File: src/hw/rtl/gcu_pkg.sv
// gcu_pkg: shared types, constants and the microcode ROM for the GCD/LCM unit.
// Used by gcd_lcm_unit_top; no dependencies.
package gcu_pkg;

  localparam int unsigned OperandWidthDef = 16;
  localparam int unsigned FieldWidth      = 16;
  localparam int unsigned ResultWidth     = 32;
  localparam int unsigned UpcWidth        = 4;

  // Datapath operations, one per control word
  typedef enum logic [3:0] {
    OP_NOP      = 4'd0,
    OP_LOAD     = 4'd1,  // take a request into A, B, X, Y
    OP_DIV_AB   = 4'd2,  // start divider: A / B
    OP_SWAP     = 4'd3,  // A <= B, B <= A mod B
    OP_DIV_XA   = 4'd4,  // start divider: X / gcd
    OP_MUL      = 4'd5,  // result <= quotient * Y
    OP_RES_GCD  = 4'd6,  // result <= A
    OP_RES_ZERO = 4'd7,  // result <= 0, not found
    OP_PUSH     = 4'd8   // move result into the output register
  } op_e;

  // Jump conditions: jump to target when true, else fall through
  typedef enum logic [2:0] {
    C_NEVER     = 3'd0,
    C_ALWAYS    = 3'd1,
    C_NO_INPUT  = 3'd2,
    C_ZERO_CASE = 3'd3,
    C_B_ZERO    = 3'd4,
    C_FUNC_GCD  = 3'd5,
    C_DIV_BUSY  = 3'd6,
    C_OUT_FULL  = 3'd7
  } cond_e;

  typedef logic [UpcWidth-1:0] upc_t;

  typedef struct packed {
    op_e   op;
    cond_e cond;
    upc_t  target;
  } ctrl_word_t;

  // Program step addresses
  localparam upc_t S_FETCH    = 4'd0;
  localparam upc_t S_CHECK    = 4'd1;
  localparam upc_t S_LOOP     = 4'd2;
  localparam upc_t S_DIV1     = 4'd3;
  localparam upc_t S_WAIT1    = 4'd4;
  localparam upc_t S_SWAP     = 4'd5;
  localparam upc_t S_GCD_DONE = 4'd6;
  localparam upc_t S_DIV2     = 4'd7;
  localparam upc_t S_WAIT2    = 4'd8;
  localparam upc_t S_MUL      = 4'd9;
  localparam upc_t S_RES_GCD  = 4'd10;
  localparam upc_t S_FAIL     = 4'd11;
  localparam upc_t S_EMIT     = 4'd12;
  localparam upc_t S_RETURN   = 4'd13;

  function automatic ctrl_word_t ucode(input upc_t step);
    ctrl_word_t cw;
    cw = '{op: OP_NOP, cond: C_ALWAYS, target: S_FETCH};
    case (step)
      S_FETCH:    cw = '{op: OP_LOAD,     cond: C_NO_INPUT,  target: S_FETCH};
      S_CHECK:    cw = '{op: OP_NOP,      cond: C_ZERO_CASE, target: S_FAIL};
      S_LOOP:     cw = '{op: OP_NOP,      cond: C_B_ZERO,    target: S_GCD_DONE};
      S_DIV1:     cw = '{op: OP_DIV_AB,   cond: C_NEVER,     target: S_FETCH};
      S_WAIT1:    cw = '{op: OP_NOP,      cond: C_DIV_BUSY,  target: S_WAIT1};
      S_SWAP:     cw = '{op: OP_SWAP,     cond: C_ALWAYS,    target: S_LOOP};
      S_GCD_DONE: cw = '{op: OP_NOP,      cond: C_FUNC_GCD,  target: S_RES_GCD};
      S_DIV2:     cw = '{op: OP_DIV_XA,   cond: C_NEVER,     target: S_FETCH};
      S_WAIT2:    cw = '{op: OP_NOP,      cond: C_DIV_BUSY,  target: S_WAIT2};
      S_MUL:      cw = '{op: OP_MUL,      cond: C_ALWAYS,    target: S_EMIT};
      S_RES_GCD:  cw = '{op: OP_RES_GCD,  cond: C_ALWAYS,    target: S_EMIT};
      S_FAIL:     cw = '{op: OP_RES_ZERO, cond: C_NEVER,     target: S_FETCH};
      S_EMIT:     cw = '{op: OP_PUSH,     cond: C_OUT_FULL,  target: S_EMIT};
      S_RETURN:   cw = '{op: OP_NOP,      cond: C_ALWAYS,    target: S_FETCH};
      default:    cw = '{op: OP_NOP,      cond: C_ALWAYS,    target: S_FETCH};
    endcase
    return cw;
  endfunction

endpackage

File: src/hw/rtl/gcu_div.sv
// gcu_div: restoring divider, one quotient bit per cycle.
// Standalone; instantiated by gcd_lcm_unit_top.
module gcu_div #(
  parameter int unsigned Width = 16
) (
  input  logic             clk_i,
  input  logic             rst_ni,
  input  logic             start_i,
  input  logic [Width-1:0] dividend_i,
  input  logic [Width-1:0] divisor_i,
  output logic             busy_o,
  output logic [Width-1:0] quotient_o,
  output logic [Width-1:0] remainder_o
);

  localparam int unsigned CntWidth = $clog2(Width + 1);

  logic [CntWidth-1:0] cnt_q, cnt_d;
  logic [Width-1:0]    quo_q, quo_d;
  logic [Width-1:0]    rem_q, rem_d;
  logic [Width-1:0]    dvs_q, dvs_d;
  logic [Width:0]      trial;
  logic [Width:0]      diff;

  assign trial = {rem_q, quo_q[Width-1]};
  assign diff  = trial - {1'b0, dvs_q};

  always_comb begin
    cnt_d = cnt_q;
    quo_d = quo_q;
    rem_d = rem_q;
    dvs_d = dvs_q;
    if (start_i) begin
      cnt_d = CntWidth'(Width);
      quo_d = dividend_i;
      rem_d = '0;
      dvs_d = divisor_i;
    end else if (cnt_q != '0) begin
      cnt_d = cnt_q - 1'b1;
      if (!diff[Width]) begin
        rem_d = diff[Width-1:0];
        quo_d = {quo_q[Width-2:0], 1'b1};
      end else begin
        rem_d = trial[Width-1:0];
        quo_d = {quo_q[Width-2:0], 1'b0};
      end
    end
  end

  always_ff @(posedge clk_i or negedge rst_ni) begin
    if (!rst_ni) begin
      cnt_q <= '0;
    end else begin
      cnt_q <= cnt_d;
    end
  end

  always_ff @(posedge clk_i) begin
    quo_q <= quo_d;
    rem_q <= rem_d;
    dvs_q <= dvs_d;
  end

  assign busy_o      = (cnt_q != '0);
  assign quotient_o  = quo_q;
  assign remainder_o = rem_q;

endmodule

File: src/hw/rtl/gcd_lcm_unit_top.sv
// gcd_lcm_unit_top: GCD / LCM of two unsigned operands, microcoded sequencer.
// Depends on gcu_pkg (types, microcode ROM) and gcu_div (iterative divider).
//
// Usage:
//   Request channel (in_valid_i / in_ready_o) carries func_i (0 = LCM, 1 = GCD)
//   and two 16-bit operands; only their low OPERAND_WIDTH bits are used.
//   Response channel (out_valid_o / out_ready_i) carries result_value_o and
//   found_o. Exactly one response per request, in order.
//   One request is worked on at a time; in_ready_o is high only while the
//   sequencer sits at its fetch step. The response sits in an output
//   register, so the sequencer returns to fetch while the receiver stalls,
//   unless an older response is still held there.
//   Each request is loaded and checked, then each Euclid step runs a divide
//   on the shared divider (one quotient bit per cycle) and a swap; the LCM
//   then divides X by the gcd and multiplies, while GCD takes A as result;
//   the response is then handed off and the sequencer returns to fetch.
//   Zero-operand cases (A zero, or B zero for LCM) go straight to a zero,
//   not-found result. The divider bounds the rate.
//   Reset (rst_ni low, async) returns the sequencer to fetch and drops any
//   pending response; the operand registers need no reset.
module gcd_lcm_unit_top
  import gcu_pkg::*;
#(
  parameter int unsigned OPERAND_WIDTH = OperandWidthDef
) (
  input  logic                   clk_i,
  input  logic                   rst_ni,
  input  logic                   in_valid_i,
  output logic                   in_ready_o,
  input  logic                   func_i,
  input  logic [FieldWidth-1:0]  first_value_i,
  input  logic [FieldWidth-1:0]  second_value_i,
  output logic                   out_valid_o,
  input  logic                   out_ready_i,
  output logic [ResultWidth-1:0] result_value_o,
  output logic                   found_o
);

  localparam int unsigned W = OPERAND_WIDTH;

  // Microcode sequencer
  upc_t       upc_q, upc_d;
  ctrl_word_t cw;
  logic       jump;

  // Datapath registers: A/B run Euclid, X/Y keep the original operands
  logic [W-1:0]             a_q, a_d, b_q, b_d, x_q, x_d, y_q, y_d;
  logic                     func_q, func_d;
  logic [ResultWidth-1:0]   res_q, res_d;
  logic                     found_q, found_d;
  logic [ResultWidth-1:0]   out_value_q, out_value_d;
  logic                     out_found_q, out_found_d;
  logic                     out_valid_q, out_valid_d;

  logic [ResultWidth-1:0]   first_ext, second_ext;
  logic [W-1:0]             first_op, second_op;
  logic                     out_full;

  // Divider
  logic                     div_start;
  logic [W-1:0]             div_dividend, div_divisor;
  logic                     div_busy;
  logic [W-1:0]             div_quo, div_rem;

  logic [2*W-1:0]           prod;
  logic [63:0]              prod_ext;

  assign first_ext  = ResultWidth'(first_value_i);
  assign second_ext = ResultWidth'(second_value_i);
  assign first_op   = first_ext[W-1:0];
  assign second_op  = second_ext[W-1:0];

  assign cw         = ucode(upc_q);
  assign in_ready_o = (cw.op == OP_LOAD);
  assign out_full   = out_valid_q && !out_ready_i;

  // Jump condition
  always_comb begin
    case (cw.cond)
      C_NEVER:     jump = 1'b0;
      C_ALWAYS:    jump = 1'b1;
      C_NO_INPUT:  jump = !in_valid_i;
      C_ZERO_CASE: jump = (a_q == '0) || (!func_q && (b_q == '0));
      C_B_ZERO:    jump = (b_q == '0);
      C_FUNC_GCD:  jump = func_q;
      C_DIV_BUSY:  jump = div_busy;
      C_OUT_FULL:  jump = out_full;
      default:     jump = 1'b1;
    endcase
  end

  assign upc_d = jump ? cw.target : upc_q + 1'b1;

  // Divider operand select
  assign div_start    = (cw.op == OP_DIV_AB) || (cw.op == OP_DIV_XA);
  assign div_dividend = (cw.op == OP_DIV_XA) ? x_q : a_q;
  assign div_divisor  = (cw.op == OP_DIV_XA) ? a_q : b_q;

  // LCM = (X / gcd) * Y, low 32 bits kept
  assign prod     = (2*W)'(div_quo) * (2*W)'(y_q);
  assign prod_ext = 64'(prod);

  always_comb begin
    a_d         = a_q;
    b_d         = b_q;
    x_d         = x_q;
    y_d         = y_q;
    func_d      = func_q;
    res_d       = res_q;
    found_d     = found_q;
    out_value_d = out_value_q;
    out_found_d = out_found_q;
    out_valid_d = out_valid_q && !out_ready_i;
    case (cw.op)
      OP_LOAD: begin
        if (in_valid_i) begin
          a_d    = first_op;
          b_d    = second_op;
          x_d    = first_op;
          y_d    = second_op;
          func_d = func_i;
        end
      end
      OP_SWAP: begin
        a_d = b_q;
        b_d = div_rem;
      end
      OP_MUL: begin
        res_d   = prod_ext[ResultWidth-1:0];
        found_d = 1'b1;
      end
      OP_RES_GCD: begin
        res_d   = ResultWidth'(a_q);
        found_d = 1'b1;
      end
      OP_RES_ZERO: begin
        res_d   = '0;
        found_d = 1'b0;
      end
      OP_PUSH: begin
        if (!out_full) begin
          out_value_d = res_q;
          out_found_d = found_q;
          out_valid_d = 1'b1;
        end
      end
      default: begin
      end
    endcase
  end

  always_ff @(posedge clk_i or negedge rst_ni) begin
    if (!rst_ni) begin
      upc_q       <= S_FETCH;
      out_valid_q <= 1'b0;
    end else begin
      upc_q       <= upc_d;
      out_valid_q <= out_valid_d;
    end
  end

  always_ff @(posedge clk_i) begin
    a_q         <= a_d;
    b_q         <= b_d;
    x_q         <= x_d;
    y_q         <= y_d;
    func_q      <= func_d;
    res_q       <= res_d;
    found_q     <= found_d;
    out_value_q <= out_value_d;
    out_found_q <= out_found_d;
  end

  gcu_div #(
    .Width (W)
  ) u_div (
    .clk_i       (clk_i),
    .rst_ni      (rst_ni),
    .start_i     (div_start),
    .dividend_i  (div_dividend),
    .divisor_i   (div_divisor),
    .busy_o      (div_busy),
    .quotient_o  (div_quo),
    .remainder_o (div_rem)
  );

  assign out_valid_o    = out_valid_q;
  assign result_value_o = out_value_q;
  assign found_o        = out_found_q;

  // Checks
  a_no_found_zero: assert property (@(posedge clk_i) disable iff (!rst_ni)
    out_valid_o && !found_o |-> result_value_o == '0)
    else $error("response without result must carry zero");

  a_fetch_div_idle: assert property (@(posedge clk_i) disable iff (!rst_ni)
    in_ready_o |-> !div_busy)
    else $error("divider busy while taking a request");

  a_one_at_a_time: assert property (@(posedge clk_i) disable iff (!rst_ni)
    in_valid_i && in_ready_o |=> !in_ready_o)
    else $error("second request taken before the first completed");

  a_upc_range: assert property (@(posedge clk_i) disable iff (!rst_ni)
    upc_q <= S_RETURN)
    else $error("sequencer left the program");

endmodule
File: config.mk
export PLATFORM = sky130hd
export DESIGN_NAME = gcd_lcm_unit_top
export DESIGN_NICKNAME = d
export VERILOG_FILES = /design/src/hw/rtl/gcu_pkg.sv /design/src/hw/rtl/gcu_div.sv /design/src/hw/rtl/gcd_lcm_unit_top.sv
export SDC_FILE = /design/constraint.sdc
export NUM_CORES = 1
export LEC_CHECK = 0
export BUFFER_PORTS_ARGS = -buffer_cell sky130_fd_sc_hd__buf_2
export CAP_MARGIN = 20
export CORE_MARGIN = 4
export CORE_UTILIZATION = 35
export DETAILED_ROUTE_END_ITERATION = 10
export PLACE_DENSITY = 0.53
export SLEW_MARGIN = 20
export SYNTH_ARGS = -nofsm -noshare
export SYNTH_HDL_FRONTEND = slang
export SYNTH_SLANG_ARGS = --single-unit
File: constraint.sdc
create_clock -name clk_i -period 6 [get_ports clk_i]
set_input_delay 0.3 -clock clk_i [delete_from_list [all_inputs] [get_ports clk_i]]
set_output_delay 0.3 -clock clk_i [all_outputs]
set_load 0.1 [all_outputs]
* Word-level counts from Yosys, hierarchy flattened
Memory sizes are Yosys's and may differ from the RTL's. Cells that the tools add are included.
Cells by class: reductions and logical operators 19, $mul 1, bitwise operators 1, muxes and demuxes 17, add/sub/neg operators 3, equal/unequal tests 16
Operators by type and width (number):
- two-way mux 16 bit | 7
- one-hot mux 32 bit (3 select lines) | 1
- one-hot mux 16 bit (2 select lines) | 2
- logical NOT 16 bit | 2
- multiplier 16 x 16 -> 32 bit | 1
- subtractor 17 x 16 -> 17 bit | 1
- equality test 4 x 3 -> 1 bit, second input constant | 4
- equality test 3 bit, second input constant | 4
- two-way mux 5 bit | 2
- equality test 4 x 2 -> 1 bit, second input constant | 2
- one-hot mux 1 bit (8 select lines) | 1
- equality test 3 x 2 -> 1 bit, second input constant | 2
- AND reduction 2 bit | 3
- nonzero test 2 bit | 3
- nonzero test 5 bit | 1
- subtractor 5 x 1 -> 5 bit, second input constant | 1
- adder 4 x 1 -> 4 bit, second input constant | 1
- equality test 4 x 1 -> 1 bit, second input constant | 1
- equality test 4 bit, second input constant | 1
- two-way mux 4 bit | 1
- equality test 3 x 1 -> 1 bit, second input constant | 1
- logical NOT 1 bit | 3
- logical NOT 3 bit | 1
- nonzero test 3 bit | 1
- 7 further kinds | 10
Word-level totals: output and inout bits 35, memories 1, logic and storage cells 73, input bits 37, bits in read-only memories 176, bits in registers 189
Memories:
- (no name shown) | depth 16, bits a word 11, read ports 1, clocked after Yosys merged registers in 0, write ports 0, RTL line gcu_pkg.sv:62 | case (step)

* Longest topological paths before layout
Gate-level depths: netlist (run 1).
depth after elaboration 5, depth in mapped cells 23, depth with buffers taken out 21

* Modules after synthesis
A second synthesis (run 1) with hierarchy kept.
Unflattened totals: cell total of the unflattened synthesis 1681, area, all modules 17668.2 µm²
Modules (own cells, without submodules):
- gcd_lcm_unit_top | instances 1, area an instance 14550.2 µm², cells each 1386, sequential area each 4058.9 µm²
- gcu_div | instances 1, area an instance 3118.0 µm², cells each 295, sequential area each 1406.3 µm²

* Worst setup path before layout (run 1)
OpenSTA, ideal clock, no wires.
kind register to register, from reg u_div.quo_q[10] (netlist: u_div.quotient_o[10]), to reg res_q[31] (data pin), data arrival time 5.755 ns, required time 5.734 ns, cell stages (with the launch flop) 21, clock period less this slack 6.021 ns, setup slack -0.021 ns, library setup time 0.266 ns, buffers on the path 2, cells stage by stage edfxtp_1 > clkbuf_1 > nand2_1 > fa_1 > fa_1 > fa_1 > fa_1 > inv_1 > fa_1 > inv_1 > fa_1 > inv_1 > ha_1 > clkbuf_1 > and4_1 > a31oi_1 > o21a_1 > o41ai_1 > a41oi_1 > xnor2_1 > nor2_1
Between the ends: word-level cells in the longest chain between the ends 2
Ends and longest elaborated chain:
- from (decl) | RTL line gcu_div.sv:19 | logic [Width-1:0] quo_q, quo_d;
- from (signal assigned) | RTL line gcu_div.sv:59 | quo_q <= quo_d;
- multiplier 16 x 16 -> 32 bit | RTL line gcd_lcm_unit_top.sv:100 | assign prod = (2*W)'(div_quo) * (2*W)'(y_q);
- one-hot mux 32 bit (3 select lines) | RTL line gcd_lcm_unit_top.sv:114 | case (cw.op)
- via res_d[31] | RTL line gcd_lcm_unit_top.sv:49 | logic [ResultWidth-1:0] res_q, res_d;
- to (signal assigned) | RTL line gcd_lcm_unit_top.sv:168 | res_q <= res_d;
- to (decl) | RTL line gcd_lcm_unit_top.sv:49
The timed path passes the listed nets, and every way through them passes these cells. A chain may end at the register's enable or synchronous reset.

* Worst setup path in the final report (run 1)
from reg y_q[11], to reg res_q[29] (data pin)
Between the ends: word-level cells in the longest chain between the ends 2
Ends and longest elaborated chain:
- from (decl) | RTL line gcd_lcm_unit_top.sv:47 | logic [W-1:0] a_q, a_d, b_q, b_d, x_q, x_d, y_q, y_d;
- from (signal assigned) | RTL line gcd_lcm_unit_top.sv:166 | y_q <= y_d;
- multiplier 16 x 16 -> 32 bit | RTL line gcd_lcm_unit_top.sv:100
- one-hot mux 32 bit (3 select lines) | RTL line gcd_lcm_unit_top.sv:114
- via res_d[29] | RTL line gcd_lcm_unit_top.sv:49
The timed path passes the listed nets, and every way through them passes these cells.

==> results of run 1 <==
[registers in the layout, indices dropped and copies added (netlist names), 16 cells and up]
| signal | count |
|---|---|
| a_q | 16 |
| b_q | 16 |
| res_q | 32 |
| result_value_o | 32 |
| u_div.dvs_q | 16 |
| u_div.quotient_o | 16 |
| u_div.remainder_o | 16 |
| x_q | 16 |
| y_q | 16 |
[layout by cell type (no fill, tap or decap), drive strengths merged, types with 15 or more instances in the layout]
master,Yosys,final
a21o,21,21
a21oi,56,56
a22oi,16,16
and2,117,117
buf,11,198
clkbuf,53,18
dfxtp,16,16
edfxtp,163,163
fa,195,195
ha,129,129
inv,259,267
mux2,51,51
mux2i,15,15
nand2,215,215
nand3,30,30
nor2,42,42
o21ai,50,50
xnor2,32,32
xor2,17,17
[layer usage]
metal	track usage [%]	wire length, microns	part of all wire (%)
met1	23.04	19610	46
met4	5.583	1167	2.7
met5	0	0	0
met2	28.29	20550	48
met3	2.940	1490	3.5
[area by class of cell]
class                   instances  area (sq um)  area share (%)
clock buffers                  17         425.4           2.142
repair buffers                213          1554           7.823
multi-input cells            1098         10510           52.89
well taps                     615         769.5           3.874
clock inverters                15         171.4          0.8629
inverters                     259         972.2           4.894
flip-flops and latches        189          5465           27.51
[worst max-delay path by stage]
stage | slack (ns) | startpoint | endpoint
after floorplan | 0.04 | y_q[4] | res_q[29]
after global placement | -0.02 | u_div.quotient_o[6] | res_q[29]
after detailed placement | -0.11 | u_div.quotient_o[11] | res_q[29]
after CTS | 0.01 | u_div.quotient_o[11] | res_q[27]
after global routing | -0.16 | u_div.quotient_o[3] | res_q[29]
final | 0.05 | y_q[11] | res_q[29]
[per-stage QoR]
step	TNS [ns]	instances	utilization (%)	hold slack (ns)	cell area [sq um]
final	0	2406	41.69	0.04131	19860
after global routing	-0.5747	2406	41.69	0.01392	19860
after CTS	0	2385	40.81	0.0001700	19440
after detailed placement	-0.4578	2333	38.99	0.1879	18580
after global placement	-0.04005	2333	38.99	0.1859	18580
after floorplan	0	1610	-	0.004409	16890
[timing repair]
action,in CTS,in global routing
pin swaps,8,30
endpoints found under the setup margin,6,14
hold endpoints to repair,23,0
gates resized for setup,13,54
buffers inserted,6,20
gates cloned,0,0
hold buffers,14,0
[kinds of logic (layout without fill, tap and decap cells)]
kind of cell / after synthesis / after routing / share of synthesized area, %
and+or+nand+nor: 455 / 455 / 12.88
muxes: 67 / 67 / 4.472
AOI/OAI and AO/OA: 203 / 203 / 7.721
adders and majority gates: 324 / 324 / 32.71
DFF: 189 / 189 / 32.39
buffers and inverters: 323 / 504 / 7.283
xor gates and xnor gates: 49 / 49 / 2.544
==> summary.md, run 1 <==
| Metric | Value |
|---|---|
| Post-synth EDFFs | `163` |
| Via count | `11.85k` |
| CTS tree | `built` |
| Net Count, Synth | `1971` |
| Outcome | `finished, final reports clean` |
| Clk sinks | `189` |
| Post-synth ARST share | `5.291%` |
| P&R area growth vs syn | `17.74%` |
| Iteration-0 DRC Markers | `613` |
| DR pass1 iterations | `4` |
| Grt total ovfl | `0` |
| Most common cell on crit path | `fa_1` |
| Fin. Hold Viols | `0` |
| Port Buffers | `71` |
| Unrepaired setup endpoints after global routing | `yes` |
| Endpoint, Worst Hold | `x_q[13]` |
| Vias in the first global route | `12.42k` |
| Largest stage delay, worst path | `0.56 ns` |
| First-pass GRT wire length | `68380 microns` |
| Starting Density | `35.41%` |
| Min Clock Period, post-route | `5.949 ns` |
| Register area share after synthesis | `32.39%` |
| Startpoint class of the critical path | `flop` |
| WP depth | `19` |
| Syn Area/Cell | `10.48 sq um` |
| Rows | `80` |
| Pins Over Slew Limit | `0` |
| IO Pins | `72` |
| Post-synth top area cell | `edfxtp_1` |
| Worst-path maximum fanout | `8` |
| Critical path's top delay family | `adder cells` |
| Worst min-delay path class | `in2reg` |
| Wirelength per Cell | `17.80 microns` |
| Initial antenna violation count | `0` |
| H-tree lvl count | `4` |
| Worst Hold Launch | `first_value_i[13]` |
| Fillers | `4644` |
| F_max | `168.1 MHz` |
| Max Cap Viol | `0` |
| Die Span Y | `227.6 microns` |
| Diode count | `0` |
| Worst r2r src | `y_q[11]` |
| Slowest-stage cell, CP | `edfxtp_1` |
| Largest net degree at the start of global routing | `44` |
| Clock Skews | `0.01023 ns` |
| Clk buf depth | `2` |
| Post-DP HPWL | `34680 microns` |
| Fraction of layout cells with a size suffix above 1 | `17.09%` |
| Hold depth | `1` |
| Synth Instances | `1610` |
| CP arrival | `6.16 ns` |
| Die width | `227.6 microns` |
| Reg2reg setup slack | `0.05 ns` |
| Count of unique library cells instantiated by Yosys | `67` |
| Total CTS buffers | `17` |
| Setup CP Type | `reg2reg` |
| Worst EP required | `6.21 ns` |
| Die ar. | `0.05178 sq mm` |
| Vias/cell | `4.924` |
| Ranking of synthesized cells by area | `edfxtp_1 (29%), fa_1 (23%), ha_1 (9.6%), inv_1 (5.7%), nand2_1 (4.8%)` |
| Top-count cell post-synth | `inv_1` |
| Post-placement worst setup slack | `-0.1103 ns` |
| #FFs+latches synth | `189` |
| Placer congestion estimate | `0.8821` |
| Final WS setup | `0.05113 ns` |
| Synth top area share | `29.01%` |
| Main flop type after synthesis | `edfxtp_1` |
| Yosys warns | `0` |
| CP cell instances | `buf_4 > nand2_1 > fa_1 > inv_1 > fa_1 > fa_1 > fa_1 > fa_1 > inv_1 > fa_1 > inv_1 > ha_1 > a21o_1 > a221o_1 > a221o_1 > a31oi_4 > o311ai_2 > xnor2_1 > nor2_1` |
| Final setup violation count | `0` |
| Cell Area, Synth | `0.01687 sq mm` |
| Final #Nets | `2139` |
| Synth cell count leaders | `inv_1 (257), nand2_1 (215), fa_1 (195)` |
| DRC violations left | `0` |
| Detail Route Antenna Nets | `0` |
| Worst Path Buf+Inv | `4` |
| Relative slew slack | `39.52%` |
| Latest clock arrival within the worst-skew pair | `0.47 ns` |
| Reg2reg path depth | `19` |
| Final WL | `42820 microns` |
| CTS root buffer | `clkbuf_16` |
| Slew at the pin closest to its max-slew limit | `0.9050 ns` |
| Fin crit share | `99.15%` |
| R2R Path End | `res_q[29]` |
| Core Footprint | `0.04765 sq mm` |
| Gr usage total | `17.12%` |
| Setup crit end kind | `flop` |
| CTS clk-pin slew, worst paths | `0.08 ns` |
Power of run 1 is left out: the tool's default activity adds up to more than one toggle a clock period on the data nets, which glitch-free logic cannot reach.
==> inputs of run 2 (changes only) <==
PLACE_DENSITY = 0.51   (was 0.53)
clock period = 6.45 ns   (was 6 ns; I/O delays follow)
==> run 2 against run 1 <==
Global-route usage up 0.31 points. Cell area down 3.8%. Maximum frequency down 3.4%. Die area unchanged. Sequential cell count unchanged. Core utilization down 1.6 points. Critical path type unchanged.
==> summary.md, run 2 (synthesis results as in run 1) <==
| Metric | Value |
|---|---|
| Setup CP Type | `reg2reg` |
| Final WL | `43660 microns` |
| Largest stage delay, worst path | `0.56 ns` |
| Crit path from | `u_div.quotient_o[12]` |
| Fraction of layout cells with a size suffix above 1 | `12.31%` |
| F_max | `162.3 MHz` |
| Final #Nets | `2086` |
| Max Cap Viol | `0` |
| Total CTS buffers | `17` |
| Pins Over Slew Limit | `0` |
| Crit path to | `res_q[27]` |
| Post-DP HPWL | `34830 microns` |
| Fin crit share | `95.52%` |
| Iteration-0 DRC Markers | `590` |
| R2R Path End | `res_q[27]` |
| CTS clk-pin slew, worst paths | `0.08 ns` |
| Relative slew slack | `36.94%` |
| Worst-path maximum fanout | `10` |
| Final setup violation count | `0` |
| Commonest non-fill, non-tap cells in the layout | `inv_1 (257), nand2_1 (215), fa_1 (195)` |
| Startpoint class of the critical path | `flop` |
| IO Pins | `72` |
| Clk sinks | `189` |
| Unrepaired setup endpoints after global routing | `no` |
| Outcome | `finished, final reports clean` |
| Final Core Density | `40.10%` |
| Diode count | `0` |
| DRC violations left | `0` |
| Fin. Hold Viols | `0` |
| Slowest-stage cell, CP | `edfxtp_1` |
| Largest net degree at the start of global routing | `44` |
| CTS tree | `built` |
| CTS root buffer | `clkbuf_16` |
| H-tree lvl count | `4` |
| Clock Skews | `0.01579 ns` |
| Detail Route Antenna Nets | `0` |
| CP cell instances | `buf_4 > nand2_1 > fa_1 > fa_1 > inv_1 > fa_1 > fa_1 > fa_1 > inv_1 > fa_1 > inv_1 > ha_1 > a21o_1 > a221o_1 > a221o_1 > a31oi_2 > o21bai_1 > xnor2_1 > nor2_1` |
| Worst min-delay path class | `in2reg` |
| Most common cell after layout, fill and taps aside | `inv_1` |
| Min Clock Period, post-route | `6.161 ns` |
| Grt total ovfl | `0` |
| Slew at the pin closest to its max-slew limit | `0.9436 ns` |
| Via count | `11.79k` |
| Setup tns final | `0 ns` |
| DR pass1 iterations | `5` |
| Setup crit end kind | `flop` |
| Initial antenna violation count | `0` |
| Latest clock arrival within the worst-skew pair | `0.47 ns` |
| Starting Density | `35.41%` |
| Wirelength per Cell | `18.56 microns` |
| Most common cell on crit path | `fa_1` |
| Clk buf depth | `2` |
| Worst r2r src | `u_div.quotient_o[12]` |
| Die width | `227.6 microns` |
| Die Span Y | `227.6 microns` |
| Worst EP required | `6.66 ns` |
| Vias in the first global route | `12.39k` |
| Fin area | `0.01911 sq mm` |
| Vias/cell | `5.012` |
| P&R area growth vs syn | `13.25%` |
| First-pass GRT wire length | `69410 microns` |
| Core Footprint | `0.04765 sq mm` |
| Port Buffers | `71` |
| Gr usage total | `17.43%` |
| CP arrival | `6.37 ns` |
| Reg2reg setup slack | `0.29 ns` |
| Reg2reg path depth | `19` |
| Die ar. | `0.05178 sq mm` |
| Cell Area, Placed | `0.01814 sq mm` |
| Rows | `80` |
| Placer congestion estimate | `0.8398` |
-- run 2: timing repair --
item,CTS,global route
endpoints found under the hold margin,11,0
endpoints found under the setup margin,0,7
setup buffers,0,37
resized for setup,0,3
hold buffers,2,0
-- run 2: worst min-delay path by stage --
stage | start | endpoint | slack, ns | cells after the start
2_1_floorplan | rst_ni | out_valid_o | 0.03 | 0
3_3_place_gp | rst_ni | u_div.cnt_q[2] | 0.21 | 1
3_5_place_dp | rst_ni | u_div.cnt_q[3] | 0.21 | 1
4_1_cts | first_value_i[0] | x_q[0] | 0.01 | 1
5_1_grt | first_value_i[14] | x_q[14] | 0.03 | 1
6_report | first_value_i[12] | x_q[12] | 0.06 | 1
-- run 2: critical path, delay by kind of cell, from the launching register on --
kind                     cells  cell delay (ns)
adder cells (fa/ha/maj)      7             3.38
buffers and inverters        4             0.41
AO/OA/AOI/OAI                5             1.22
AND/OR/NAND/NOR              2             0.16
XOR/XNOR                     1             0.16
flip-flops                   1             0.56
-- run 2: through the flow --
step	instances	setup slack, ns	hold slack (ns)
2_1_floorplan	1610	0.4292	0.02691
3_3_place_gp	2281	0.1611	0.2076
3_5_place_dp	2281	0.09702	0.2078
4_1_cts	2315	0.08725	0.01073
5_1_grt	2353	0.02719	0.02671
6_report	2353	0.2891	0.06334
-- run 2: final cells by class --
cell class	instances	area, sq um
fill	4745	28540
timing repair buffer	160	1061
tap	615	769.5
inverter	259	972.2
multi-input combinational	1098	10230
sequential	189	5465
clock buffer	17	425.4
clock inverter	15	181.4
-- run 2: layer usage --
| layer | vias to the layer above | share of wire, % | global-route usage (%) |
|---|---|---|---|
| met3 | 43 | 4.5 | 2.888 |
| met2 | 245 | 48 | 28.86 |
| met4 | 0 | 1.5 | 4.431 |
| met1 | 5985 | 46 | 24.00 |
| li1 | 5521 | - | - |
| met5 | - | 0 | 0 |
Power of run 2 is left out for the same reason.
==> inputs of run 3 (changes only) <==
PLACE_DENSITY = 0.61   (was 0.51)
==> run 3 against run 2 <==
Non-clock buffer count decreased by 17. Routed wire length decreased by 2.6%. Cell count decreased by 0.72%. Sequential cell count unchanged. Maximum frequency decreased by 0.43%. Core utilization decreased by 0.32 points.
==> summary.md, run 3 (synthesis results as in run 1) <==
| Metric | Value |
|---|---|
| Final setup violation count | `0` |
| Via count | `11.80k` |
| Core Footprint | `0.04765 sq mm` |
| WP depth | `19` |
| CTS tree | `built` |
| Startpoint class of the critical path | `flop` |
| Die ar. | `0.05178 sq mm` |
| Crit path to | `res_q[27]` |
| Final WS setup | `0.2624 ns` |
| Post-DP HPWL | `33880 microns` |
| Initial antenna violation count | `0` |
| Clock Skews | `0.01515 ns` |
| Fin. Hold Viols | `0` |
| Setup crit end kind | `flop` |
| Die Span Y | `227.6 microns` |
| Relative slew slack | `54.16%` |
| Gr usage total | `16.65%` |
| Port Buffers | `71` |
| Total CTS buffers | `17` |
| Pins Over Slew Limit | `0` |
| Min Clock Period, post-route | `6.188 ns` |
| Die width | `227.6 microns` |
| Worst Hold Launch | `func_i` |
| Final hold slack | `0.04913 ns` |
| Grt total ovfl | `0` |
| Most common cell after layout, fill and taps aside | `inv_1` |
| Placed cell count | `2277` |
| Slew at the pin closest to its max-slew limit | `0.6860 ns` |
| Worst min-delay path class | `in2reg` |
| CTS clk-pin slew, worst paths | `0.09 ns` |
| First-pass GRT wire length | `67390 microns` |
| Crit path from | `u_div.quotient_o[11]` |
| Starting Density | `35.41%` |
| Final #Nets | `2069` |
| Outcome | `finished, final reports clean` |
| Critical path's top delay family | `adder cells` |
| H-tree lvl count | `4` |
| Vias in the first global route | `12.27k` |
| Reg2reg setup slack | `0.26 ns` |
| CTS root buffer | `clkbuf_16` |
| Detail Route Antenna Nets | `0` |
| F_max | `161.6 MHz` |
| Unrepaired setup endpoints after global routing | `no` |
| Setup CP Type | `reg2reg` |
| IO Pins | `72` |
| Rows | `80` |
| Area occupied by multi-input gates | `0.01022 sq mm` |
| P&R area growth vs syn | `12.36%` |
| Placer congestion estimate | `0.8630` |
| DR pass1 iterations | `7` |
| Final WL | `42540 microns` |
| DRC violations left | `0` |
| Wirelength per Cell | `18.21 microns` |
| Diode count | `0` |
| Latest clock arrival within the worst-skew pair | `0.46 ns` |
| Worst Path Buf+Inv | `4` |
| Setup tns final | `0 ns` |
| Sequential cell area | `0.005465 sq mm` |
| CP cell instances | `buf_4 > nand2_1 > fa_1 > fa_1 > inv_1 > fa_1 > fa_1 > fa_1 > inv_1 > fa_1 > inv_1 > ha_1 > a21o_1 > a221o_1 > a221o_1 > a31oi_2 > o21bai_1 > xnor2_1 > nor2_1` |
| Post-Layout Cell Count | `2336` |
| Fin crit share | `95.93%` |
| Largest stage delay, worst path | `0.58 ns` |
| Clk sinks | `189` |
| Slowest-stage cell, CP | `edfxtp_1` |
| Commonest non-fill, non-tap cells in the layout | `inv_1 (257), nand2_1 (215), fa_1 (195)` |
| Iteration-0 DRC Markers | `743` |
| CP arrival | `6.38 ns` |
| Largest net degree at the start of global routing | `44` |
| Clk buf depth | `2` |
| R2R Path End | `res_q[27]` |
| Reg2reg path depth | `19` |
| Post-placement worst setup slack | `0.1239 ns` |
| Worst-path maximum fanout | `8` |
| Worst EP required | `6.65 ns` |
| Vias/cell | `5.053` |
| Fillers | `4637` |
| Worst r2r src | `u_div.quotient_o[11]` |
| Fraction of layout cells with a size suffix above 1 | `11.45%` |
| Max Cap Viol | `0` |
| Most common cell on crit path | `fa_1` |
## run 3: cell types whose count changed in the layout (fill, tap and decap cells not counted), sizes merged
cell / delta
buf: -16
clkinv: -5
clkinvlp: +1
dlygate4sd3: -1
inv: +4
## run 3: how the worst min path moves through the flow
| stage | endpoint | slack (ns) | cells past startpoint |
|---|---|---|---|
| CTS | func_q | 0.03 | 1 |
| floorplan | out_valid_o | 0.03 | 0 |
| global placement | u_div.cnt_q[1] | 0.20 | 1 |
| finish | func_q | 0.05 | 1 |
| detailed placement | u_div.cnt_q[1] | 0.20 | 1 |
| global route | func_q | 0.04 | 1 |
## run 3: metal layers
metal | GRT usage, % | up-vias | share of wire, %
li1 | - | 5484 | -
met1 | 22.60 | 5939 | 45
met2 | 28.02 | 332 | 48
met3 | 2.643 | 48 | 4.8
met4 | 4.255 | 0 | 2.2
met5 | 0 | - | 0
## run 3: through the flow
| stage | area (sq um) | util (%) |
|---|---|---|
| detailed placement | 18110 | 38.01 |
| global route | 18960 | 39.79 |
| global placement | 18110 | 38.01 |
| finish | 18960 | 39.79 |
| CTS | 18740 | 39.32 |
| floorplan | 16870 | - |
## run 3: worst reg2reg max path, delay by kind of cell, from the launching register on
kind | cells | cell delay [ns]
AO/OA/AOI/OAI | 5 | 1.23
buffers and inverters | 4 | 0.40
AND/OR/NAND/NOR | 2 | 0.16
flip-flops | 1 | 0.58
XOR/XNOR | 1 | 0.15
adder cells (fa/ha/maj) | 7 | 3.40
## run 3: final cells by class
class                      instances  area share [%]
inverter                         259           5.128
multi-input combinational       1098           53.89
timing repair buffer             143           4.845
tap                              615           4.059
sequential                       189           28.83
clock inverter                    15           1.003
clock buffer                      17           2.244
## run 3: repair_timing
action                     in CTS  in global routing
resized for setup               0                  1
hold buffers                    1                  0
setup endpoints to repair       0                  4
setup buffers                   0                 25
hold endpoints to repair       10                  0
Power of run 3 is left out for the same reason.
